==> src/rtl/clnseq_pkg.sv <==
// Package for the character LCD nibble sequencer: payload structs, register
// indexes, LCD command bytes and the phase tables. No dependencies.
package clnseq_pkg;

  localparam int HOLD_W      = 17;
  localparam int CFG_INDEX_W = 3;
  localparam int PHASE_W     = 5;   // phase index, up to 28 for the init sequence

  // Operation codes
  localparam logic [1:0] OP_INIT       = 2'd0;
  localparam logic [1:0] OP_CLEAR      = 2'd1;
  localparam logic [1:0] OP_SET_CURSOR = 2'd2;
  localparam logic [1:0] OP_WRITE_CHAR = 2'd3;

  // Register indexes on the config port
  localparam logic [CFG_INDEX_W-1:0] REG_ENABLE_HIGH = 3'd0;
  localparam logic [CFG_INDEX_W-1:0] REG_ENABLE_LOW  = 3'd1;
  localparam logic [CFG_INDEX_W-1:0] REG_POWERUP     = 3'd2;
  localparam logic [CFG_INDEX_W-1:0] REG_FIRST_WAKE  = 3'd3;
  localparam logic [CFG_INDEX_W-1:0] REG_NEXT_WAKE   = 3'd4;
  localparam logic [CFG_INDEX_W-1:0] REG_CLEAR_WAIT  = 3'd5;

  // Register reset values
  localparam logic [HOLD_W-1:0] RST_ENABLE_HIGH = 17'd600;
  localparam logic [HOLD_W-1:0] RST_ENABLE_LOW  = 17'd1200;
  localparam logic [HOLD_W-1:0] RST_POWERUP     = 17'd120000;
  localparam logic [HOLD_W-1:0] RST_FIRST_WAKE  = 17'd40000;
  localparam logic [HOLD_W-1:0] RST_NEXT_WAKE   = 17'd12000;
  localparam logic [HOLD_W-1:0] RST_CLEAR_WAIT  = 17'd60000;

  // LCD command bytes and init nibbles
  localparam logic [3:0] NIB_WAKE         = 4'h3;
  localparam logic [3:0] NIB_FOUR_BIT     = 4'h2;
  localparam logic [7:0] CMD_FUNCTION_SET = 8'h28;
  localparam logic [7:0] CMD_DISPLAY_ON   = 8'h0C;
  localparam logic [7:0] CMD_ENTRY_MODE   = 8'h06;
  localparam logic [7:0] CMD_CLEAR        = 8'h01;
  localparam logic [7:0] CMD_SET_DDRAM    = 8'h80;

  typedef struct packed {
    logic [1:0] operation;
    logic       row;
    logic [3:0] column;
    logic [7:0] character;
  } in_item_t;

  typedef struct packed {
    logic              select_level;
    logic              enable_level;
    logic [3:0]        data_nibble;
    logic [HOLD_W-1:0] hold_cycles;
    logic              last;
  } out_item_t;

  // Which register supplies the hold time of a phase
  typedef enum logic [2:0] {
    HOLD_EN_HIGH,
    HOLD_EN_LOW,
    HOLD_POWERUP,
    HOLD_FIRST_WAKE,
    HOLD_NEXT_WAKE,
    HOLD_CLEAR
  } hold_sel_t;

  typedef struct packed {
    logic       en;
    logic [3:0] nib;
    hold_sel_t  hold;
    logic       last;
  } phase_t;

  function automatic phase_t ph_hi(logic [3:0] nib);
    phase_t p;
    p = '{en: 1'b1, nib: nib, hold: HOLD_EN_HIGH, last: 1'b0};
    return p;
  endfunction

  function automatic phase_t ph_lo(logic [3:0] nib);
    phase_t p;
    p = '{en: 1'b0, nib: nib, hold: HOLD_EN_LOW, last: 1'b0};
    return p;
  endfunction

  function automatic phase_t ph_wait(logic [3:0] nib, hold_sel_t hold);
    phase_t p;
    p = '{en: 1'b0, nib: nib, hold: hold, last: 1'b0};
    return p;
  endfunction

  // Power-up init: 29 phases
  function automatic phase_t init_phase(logic [PHASE_W-1:0] idx);
    phase_t p;
    case (idx)
      0:       p = ph_wait(4'h0, HOLD_POWERUP);
      1:       p = ph_hi(NIB_WAKE);
      2:       p = ph_lo(NIB_WAKE);
      3:       p = ph_wait(NIB_WAKE, HOLD_FIRST_WAKE);
      4:       p = ph_hi(NIB_WAKE);
      5:       p = ph_lo(NIB_WAKE);
      6:       p = ph_wait(NIB_WAKE, HOLD_NEXT_WAKE);
      7:       p = ph_hi(NIB_WAKE);
      8:       p = ph_lo(NIB_WAKE);
      9:       p = ph_wait(NIB_WAKE, HOLD_NEXT_WAKE);
      10:      p = ph_hi(NIB_FOUR_BIT);
      11:      p = ph_lo(NIB_FOUR_BIT);
      12:      p = ph_hi(CMD_FUNCTION_SET[7:4]);
      13:      p = ph_lo(CMD_FUNCTION_SET[7:4]);
      14:      p = ph_hi(CMD_FUNCTION_SET[3:0]);
      15:      p = ph_lo(CMD_FUNCTION_SET[3:0]);
      16:      p = ph_hi(CMD_DISPLAY_ON[7:4]);
      17:      p = ph_lo(CMD_DISPLAY_ON[7:4]);
      18:      p = ph_hi(CMD_DISPLAY_ON[3:0]);
      19:      p = ph_lo(CMD_DISPLAY_ON[3:0]);
      20:      p = ph_hi(CMD_ENTRY_MODE[7:4]);
      21:      p = ph_lo(CMD_ENTRY_MODE[7:4]);
      22:      p = ph_hi(CMD_ENTRY_MODE[3:0]);
      23:      p = ph_lo(CMD_ENTRY_MODE[3:0]);
      24:      p = ph_hi(CMD_CLEAR[7:4]);
      25:      p = ph_lo(CMD_CLEAR[7:4]);
      26:      p = ph_hi(CMD_CLEAR[3:0]);
      27:      p = ph_lo(CMD_CLEAR[3:0]);
      28: begin
        p      = ph_wait(CMD_CLEAR[3:0], HOLD_CLEAR);
        p.last = 1'b1;
      end
      default: p = ph_wait(4'h0, HOLD_EN_LOW);
    endcase
    return p;
  endfunction

  // Single-byte commands: hi/lo of the high nibble, then of the low nibble,
  // plus a settle wait for clear.
  function automatic phase_t byte_phase(in_item_t cmd, logic [PHASE_W-1:0] idx);
    logic [7:0] b;
    phase_t     p;
    case (cmd.operation)
      OP_CLEAR:      b = CMD_CLEAR;
      OP_SET_CURSOR: b = CMD_SET_DDRAM | {1'b0, cmd.row, 2'b00, cmd.column};
      default:       b = cmd.character;
    endcase
    if (idx[2]) begin
      p = ph_wait(b[3:0], HOLD_CLEAR);
    end else begin
      p.en   = ~idx[0];
      p.nib  = idx[1] ? b[3:0] : b[7:4];
      p.hold = idx[0] ? HOLD_EN_LOW : HOLD_EN_HIGH;
      p.last = 1'b0;
    end
    if (cmd.operation == OP_CLEAR) begin
      p.last = (idx == PHASE_W'(4));
    end else begin
      p.last = (idx == PHASE_W'(3));
    end
    return p;
  endfunction

endpackage

==> src/rtl/char_lcd_nibble_sequencer.sv <==
// Top level of the character LCD nibble sequencer: command register, phase
// decode and result register. Depends on clnseq_pkg.
//
// Turns LCD commands (init, clear, set cursor, write character) into a stream
// of timed pin phases for an HD44780-style display on a 4-bit bus. Each
// phase gives RS, E and D7..D4 levels and how many cycles to hold them; the
// block does not time the holds itself, a downstream pin driver does. One
// phase leaves per cycle while out_ready is high. The set cursor
// and write character commands each give 4 phases, clear gives 5 and
// init gives 29. The phase counter kept beside the command
// register steps through them. The next command is taken in the cycle its
// predecessor's last phase enters the result register, so commands run back
// to back. Hold times come from six 17-bit registers written through the
// cfg port (index 0 enable high, 1 enable low, 2 power-up wait, 3 first wake
// wait, 4 next wake wait, 5 clear wait); write them only while idle.
// Indexes 6 and 7 are ignored.
module char_lcd_nibble_sequencer (
  input  logic                               clk,
  input  logic                               rst,
  input  logic                               in_valid,
  output logic                               in_ready,
  input  clnseq_pkg::in_item_t               in_data,
  output logic                               out_valid,
  input  logic                               out_ready,
  output clnseq_pkg::out_item_t              out_data,
  input  logic                               cfg_write_en,
  input  logic [clnseq_pkg::CFG_INDEX_W-1:0] cfg_index,
  input  logic [clnseq_pkg::HOLD_W-1:0]      cfg_data
);
  import clnseq_pkg::*;

  // Timing registers
  logic [HOLD_W-1:0] enable_high;
  logic [HOLD_W-1:0] enable_low;
  logic [HOLD_W-1:0] powerup_wait;
  logic [HOLD_W-1:0] first_wake_wait;
  logic [HOLD_W-1:0] next_wake_wait;
  logic [HOLD_W-1:0] clear_wait;

  // Command register and phase counter
  in_item_t           cmd;
  logic               busy;
  logic [PHASE_W-1:0] phase;

  phase_t            cur;
  logic [HOLD_W-1:0] cur_hold;
  logic              step;
  logic              in_xfer;

  always_ff @(posedge clk) begin
    if (rst) begin
      enable_high     <= RST_ENABLE_HIGH;
      enable_low      <= RST_ENABLE_LOW;
      powerup_wait    <= RST_POWERUP;
      first_wake_wait <= RST_FIRST_WAKE;
      next_wake_wait  <= RST_NEXT_WAKE;
      clear_wait      <= RST_CLEAR_WAIT;
    end else if (cfg_write_en) begin
      case (cfg_index)
        REG_ENABLE_HIGH: enable_high     <= cfg_data;
        REG_ENABLE_LOW:  enable_low      <= cfg_data;
        REG_POWERUP:     powerup_wait    <= cfg_data;
        REG_FIRST_WAKE:  first_wake_wait <= cfg_data;
        REG_NEXT_WAKE:   next_wake_wait  <= cfg_data;
        REG_CLEAR_WAIT:  clear_wait      <= cfg_data;
        default: begin
        end
      endcase
    end
  end

  // Phase decode for the current command
  always_comb begin
    if (cmd.operation == OP_INIT) begin
      cur = init_phase(phase);
    end else begin
      cur = byte_phase(cmd, phase);
    end
    case (cur.hold)
      HOLD_EN_HIGH:    cur_hold = enable_high;
      HOLD_EN_LOW:     cur_hold = enable_low;
      HOLD_POWERUP:    cur_hold = powerup_wait;
      HOLD_FIRST_WAKE: cur_hold = first_wake_wait;
      HOLD_NEXT_WAKE:  cur_hold = next_wake_wait;
      HOLD_CLEAR:      cur_hold = clear_wait;
      default:         cur_hold = enable_low;
    endcase
  end

  // A phase moves on whenever the result register is free or being emptied
  assign step     = busy && (!out_valid || out_ready);
  assign in_ready = !busy || (step && cur.last);
  assign in_xfer  = in_valid && in_ready;

  always_ff @(posedge clk) begin
    if (rst) begin
      busy  <= 1'b0;
      phase <= '0;
    end else if (in_xfer) begin
      busy  <= 1'b1;
      phase <= '0;
    end else if (step) begin
      busy  <= !cur.last;
      phase <= phase + PHASE_W'(1);
    end
  end

  always_ff @(posedge clk) begin
    if (in_xfer) begin
      cmd <= in_data;
    end
  end

  // Result register
  always_ff @(posedge clk) begin
    if (rst) begin
      out_valid <= 1'b0;
    end else if (step) begin
      out_valid <= 1'b1;
    end else if (out_ready) begin
      out_valid <= 1'b0;
    end
  end

  always_ff @(posedge clk) begin
    if (step) begin
      out_data.select_level <= (cmd.operation == OP_WRITE_CHAR);
      out_data.enable_level <= cur.en;
      out_data.data_nibble  <= cur.nib;
      out_data.hold_cycles  <= cur_hold;
      out_data.last         <= cur.last;
    end
  end

`ifndef SYNTHESIS
  a_new_cmd_only_at_end: assert property (@(posedge clk) disable iff (rst)
    in_xfer && busy |-> step && cur.last)
    else $error("command taken while previous one still issuing");

  a_phase_in_range: assert property (@(posedge clk) disable iff (rst)
    busy |-> phase <= PHASE_W'(28))
    else $error("phase counter out of range");

  a_last_reaches_output: assert property (@(posedge clk) disable iff (rst)
    step && cur.last |=> out_valid && out_data.last)
    else $error("final phase not flagged at the output");

  a_phase_restarts: assert property (@(posedge clk) disable iff (rst)
    in_xfer |=> busy && phase == '0)
    else $error("phase counter not restarted for new command");
`endif

endmodule

==> config.mk <==
export PLATFORM = sky130hd
export DESIGN_NAME = char_lcd_nibble_sequencer
export DESIGN_NICKNAME = d
export VERILOG_FILES = /design/src/rtl/clnseq_pkg.sv /design/src/rtl/char_lcd_nibble_sequencer.sv
export SDC_FILE = /design/constraint.sdc
export NUM_CORES = 1
export LEC_CHECK = 0
export BUFFER_PORTS_ARGS = -buffer_cell sky130_fd_sc_hd__buf_2
export CORE_UTILIZATION = 50
export DETAILED_ROUTE_END_ITERATION = 8
export PLACE_DENSITY = 0.8
export SETUP_SLACK_MARGIN = 0.3
export SLEW_MARGIN = 20
export SYNTH_ARGS = -nofsm -noshare
export SYNTH_HDL_FRONTEND = slang
export SYNTH_SLANG_ARGS = --single-unit
==> constraint.sdc <==
create_clock -name clk -period 3.55 [get_ports clk]
set_clock_uncertainty 0.2 [all_clocks]
set_input_delay 0.71 -clock clk [delete_from_list [all_inputs] [get_ports clk]]
set_output_delay 0.71 -clock clk [all_outputs]
set_load 0.02 [all_outputs]
Word-level counts from Yosys, hierarchy flattened. Memory sizes are Yosys's and may differ from the RTL's. A register that Yosys moved wholly into a read port is not among the register bits. Cells that the tools add are included.

Eq/ne operators: 14. Add/sub/neg operators: 1. Reduce and logical (&&, ||, !) cells: 20. Bitwise gates (word level): 1. Mux-type cells: 13.

Operators with widths (number): $pmux 17 s5 (1); $mux 9 (2); $pmux 8 s2 (1); $eq 3x2->1 const B (4); $eq 3x3->1 const B (4); $reduce_and 2->1 (6); $mux 5 (2); $logic_not 3->1 (2); $mux 1 (6); $add 5x1->5 const B (1); $eq 5x2->1 const B (1); $eq 5x3->1 const B (1); $eq 2x2->1 const B (2); $mux 4 (1); $reduce_bool 2->1 (2); $eq 3x1->1 const B (1); $logic_and 1x1->1 (3); $logic_not 1->1 (3); $eq 2x1->1 const B (1); $logic_not 2->1 (1); $logic_or 1x1->1 (2); $reduce_or 2->1 (1); $not 1->1 (1).

ROM bits: 288. Memories: 1. Logic and storage cells: 68. Output and inout port bits: 26. Register bits after elaboration: 148. Input bits: 40.

Memory list: (no name shown) (words 32, width 9, rd ports 1, clocked after memory_dff 1, write ports 0, RTL line clnseq_pkg.sv:93) `case (idx)`.

Logic depth before layout (Yosys ltp).
Word-level depth: 10. Depth in mapped cells: 9. Gate-level depth less buffers: 7.

Worst setup path before layout. No wires, ideal clock.

Kind: input port to flip-flop. From: input port out_ready. To: register with a tool-made name. Arrival: 2.753 ns. Stages on the path: 7. Data required time: 3.211 ns. Path slack: 0.458 ns. Setup time: 0.139 ns. Path buffers: 2. Path through: nand2b_1 -> clkbuf_1 -> nand3_1 -> a31oi_1 -> or2_2 -> buf_2 -> a41oi_1.

RTL lines: start, declared (RTL line char_lcd_nibble_sequencer.sv:24) `input logic out_ready,`.

Worst setup path in the final report.
From: register phase[2]. To: output port in_ready.

Word-level cells in the longest chain between the ends: 5. Elaborated cells on any way between the ends: 6. Those cells by class: eq/ne (2); mux (2); reduce/logical (2).

Ends and longest elaborated chain: start, declared (RTL line char_lcd_nibble_sequencer.sv:43) `logic [PHASE_W-1:0] phase;`; start signal, assigned (RTL line char_lcd_nibble_sequencer.sv:104) `phase <= phase + PHASE_W'(1);`; $eq 5x2->1 / $eq 5x3->1 (equally long branches) (RTL line clnseq_pkg.sv:152, clnseq_pkg.sv:150); $mux 1 (*) (RTL line clnseq_pkg.sv:149) `if (cmd.operation == OP_CLEAR) begin`; $mux 9 (*) (RTL line char_lcd_nibble_sequencer.sv:74) `if (cmd.operation == OP_INIT) begin`; $logic_and 1x1->1 (*) (RTL line char_lcd_nibble_sequencer.sv:92) `assign in_ready = !busy || (step && cur.last);`; $logic_or 1x1->1 (*) (RTL line char_lcd_nibble_sequencer.sv:92); end, declared (RTL line char_lcd_nibble_sequencer.sv:21) `output logic in_ready,`.

Mark *: on every way between the ends. The rest lies on a longest branch, timed or not.

==> qor.yml <==
run_status: "finished clean"
synthSimpleGateAreaFrac_pct: 25.2
syn-num-nets: 802
clk_latency_ps: 430
fmax_mhz: 329
io_pins: 66
worst_pin_slew_ps: 922
grt_pass1_vias: 5073
ys_types: 59
cp_data_required_time_ps: 2640
grt-ovfl-total: 0
rsz0062_at_grt: "no"
slowest_stage: "dfxtp_1"
yosys.cell_count.top_type: "nand2_1"
synth.area.top_cells: "dfxtp_1, edfxtp_1, nand2_1, a21oi_1, nand3b_1"
htreeDepth: 4
nNetsFinal: 847
cts_tree: "built"
worstSetupEndpointType: "output pin"
final_util_pct: 60.5
diodes: 0
antenna_found_initial: 0
synth_seq_cells: 157
crit_type: "register to output pin"
seq_area_sq_mm: 0.00353
cts.sinks: 157
synth_top_area_share_pct: 35.3
finalHoldViolCount: 0
muxShareOfSynthArea_pct: 1.12
drive_above_1_share_pct: 16.1
dpl_worst_slack_ps: 745
wl_per_cell_um: 16.5
crit_arrival_ps: 2130
place_hpwl_um: 9920
synth_fa_ha_area_share_pct: 0.936
vias: 5650
place.gp.congestion: 0.898
cts_root_buf: "clkbuf_16"
fin_crit_sh_pct: 85.6
area_delta_synth_final_pct: 16.0
detail-route-antenna-nets: 0
initial_core_util_pct: 52.1
core_area_sq_mm: 0.0128
row_count: 41
synthTopCellsByCount: "nand2_1, dfxtp_1, a21oi_1, clkbuf_1, edfxtp_1"
post-route-min-period_ps: 3040
port-buffer-count: 65
crit_family: "flip-flops"
synth_xor_area_share_pct: 0.524
drc: 0
multi_input_area_sq_mm: 0.00295
dr.pass1.iters: 7
fin_setup_tns_ps: 0
vias_per_cell: 5.72
ir_worst_vdd_v: 0.000368
fillCellCount: 1074
syn_area_sq_mm: 0.00669
synth_cells: 757
yosysSeqAreaShare_pct: 52.9
cts-hold-fix-buffers: 0
clkTransAtPathRegs_ps: 60
die_area_sq_mm: 0.0138
timing.final.ws_setup_ps: 511
yosys_warnings: 0
grt_pass1_wl_um: 26400
cellLeakagePower_nw: 3.04
async_flop_share_pct: 0
crit_chain: "nor4bb_1, o211ai_1, nand3_1, buf_2"
slew_violations: 0
drt-total-wl_um: 16300
die_width_um: 118
slew_headroom_pct: 38.5
maxCapViolCount: 0
drt_iter0_markers: 583
grt_usage_pct: 24.2
synth_area_per_cell_sq_um: 8.83
power.total_w: 0.00403
hold_class: "primary input to register"
die_y_um: 118
cts_inserted_buffers: 17
critPathBufInv: 1
post_cts_resized: 0
cts_setup_buffers: 0
cts_buffer_depth: 2
start_kind: "register"
grt_max_degree: 107
cp_slowest_stage_delay_ps: 780
setup_violations: 0
crit_path_max_fanout: 17
synth-compound-area-share_pct: 15.6
synth_area_leader_cell: "dfxtp_1"
r2r_slack_ps: 990
synth_enable_flop_cells: 39
p_per_area_mw_per_mm2: 519
synth_top_family_by_area: "simple AND/OR/NAND/NOR gates"
ys.flop_type: "dfxtp_1"
-- report_power, final --
part	switching (W)	leakage (nW)	internal, W
registers	0.0000327	1.33	0.00191
clock network	0.000734	0.291	0.00102
logic	0.000211	1.41	0.000120
-- layout by cell type (no fill, tap or decap), types with 13 or more instances in the layout --
master and count:
a21oi_1 77, nand3b_1 34, o21ai_0 13, buf_4 14, buf_2 65, a222oi_1 17, clkbuf_16 17, a221o_1 17
edfxtp_1 39, nand3_1 13, dfxtp_1 118, nand2_1 260
-- worst paths after layout --
check                                  start                          to  depth (start not counted)
setup reg to reg       phase[2]$_SDFFE_PP0N_                    register                          5
setup / recovery       phase[2]$_SDFFE_PP0N_                    in_ready                          4
hold / removal                   in_data[11]           cmd[11]$_DFFE_PP_                          1
hold reg to reg   clear_wait[0]$_SDFFE_PP0P_  clear_wait[0]$_SDFFE_PP0P_                          2
-- logic make-up (layout without fill, tap and decap cells) --
kind of cell,count (synthesis),after routing
adder cells (fa/ha/maj),5,5
multiplexers,7,7
AO/OA/AOI/OAI,156,156
XOR/XNOR,4,4
buffers and inverters,62,120
AND/OR/NAND/NOR,366,366
flip-flops,157,157
-- per-stage QoR --
stage,std cells,hold slack (ps),area (sq um)
after global placement,955,241,7180
after CTS,987,236,7750
after detailed placement,955,246,7180
after global routing,987,236,7750
final,987,252,7750
after floorplan,757,236,6690
-- cell type report --
type / instances / share of cell area [%]
Sequential cell: 157 / 45.6
Multi-Input combinational cell: 538 / 38.0
Clock buffer: 20 / 6.02
Timing Repair Buffer: 80 / 5.81
Tap cell: 172 / 2.78
Clock inverter: 12 / 1.40
Inverter: 8 / 0.420
-- routing by layer --
layer | up-vias | part of all wire (%) | GRT usage [%]
met4 | 0 | 1.7 | 10.0
met1 | 2604 | 45 | 33.1
met5 | - | 0 | 0
li1 | 2754 | - | -
met2 | 262 | 45 | 36.5
met3 | 30 | 7.9 | 5.91
-- worst register-to-register path, cell delays in order, from the launching register on --
cell and delay [ps]:
dfxtp_1 780, inv_4 120, nor4_4 350, xnor2_1 260, or4b_1 580, a31oi_1 200
-- state kept, by name, indices dropped and copies added (netlist names), named ones only --
name	flops
clear_wait	17
next_wake_wait	17
powerup_wait	17
enable_low	17
phase	5
busy	1
first_wake_wait	17
enable_high	17
cmd	15
out_valid	1
out_data	24
No activity file was read; power rests on OpenSTA's default activity.
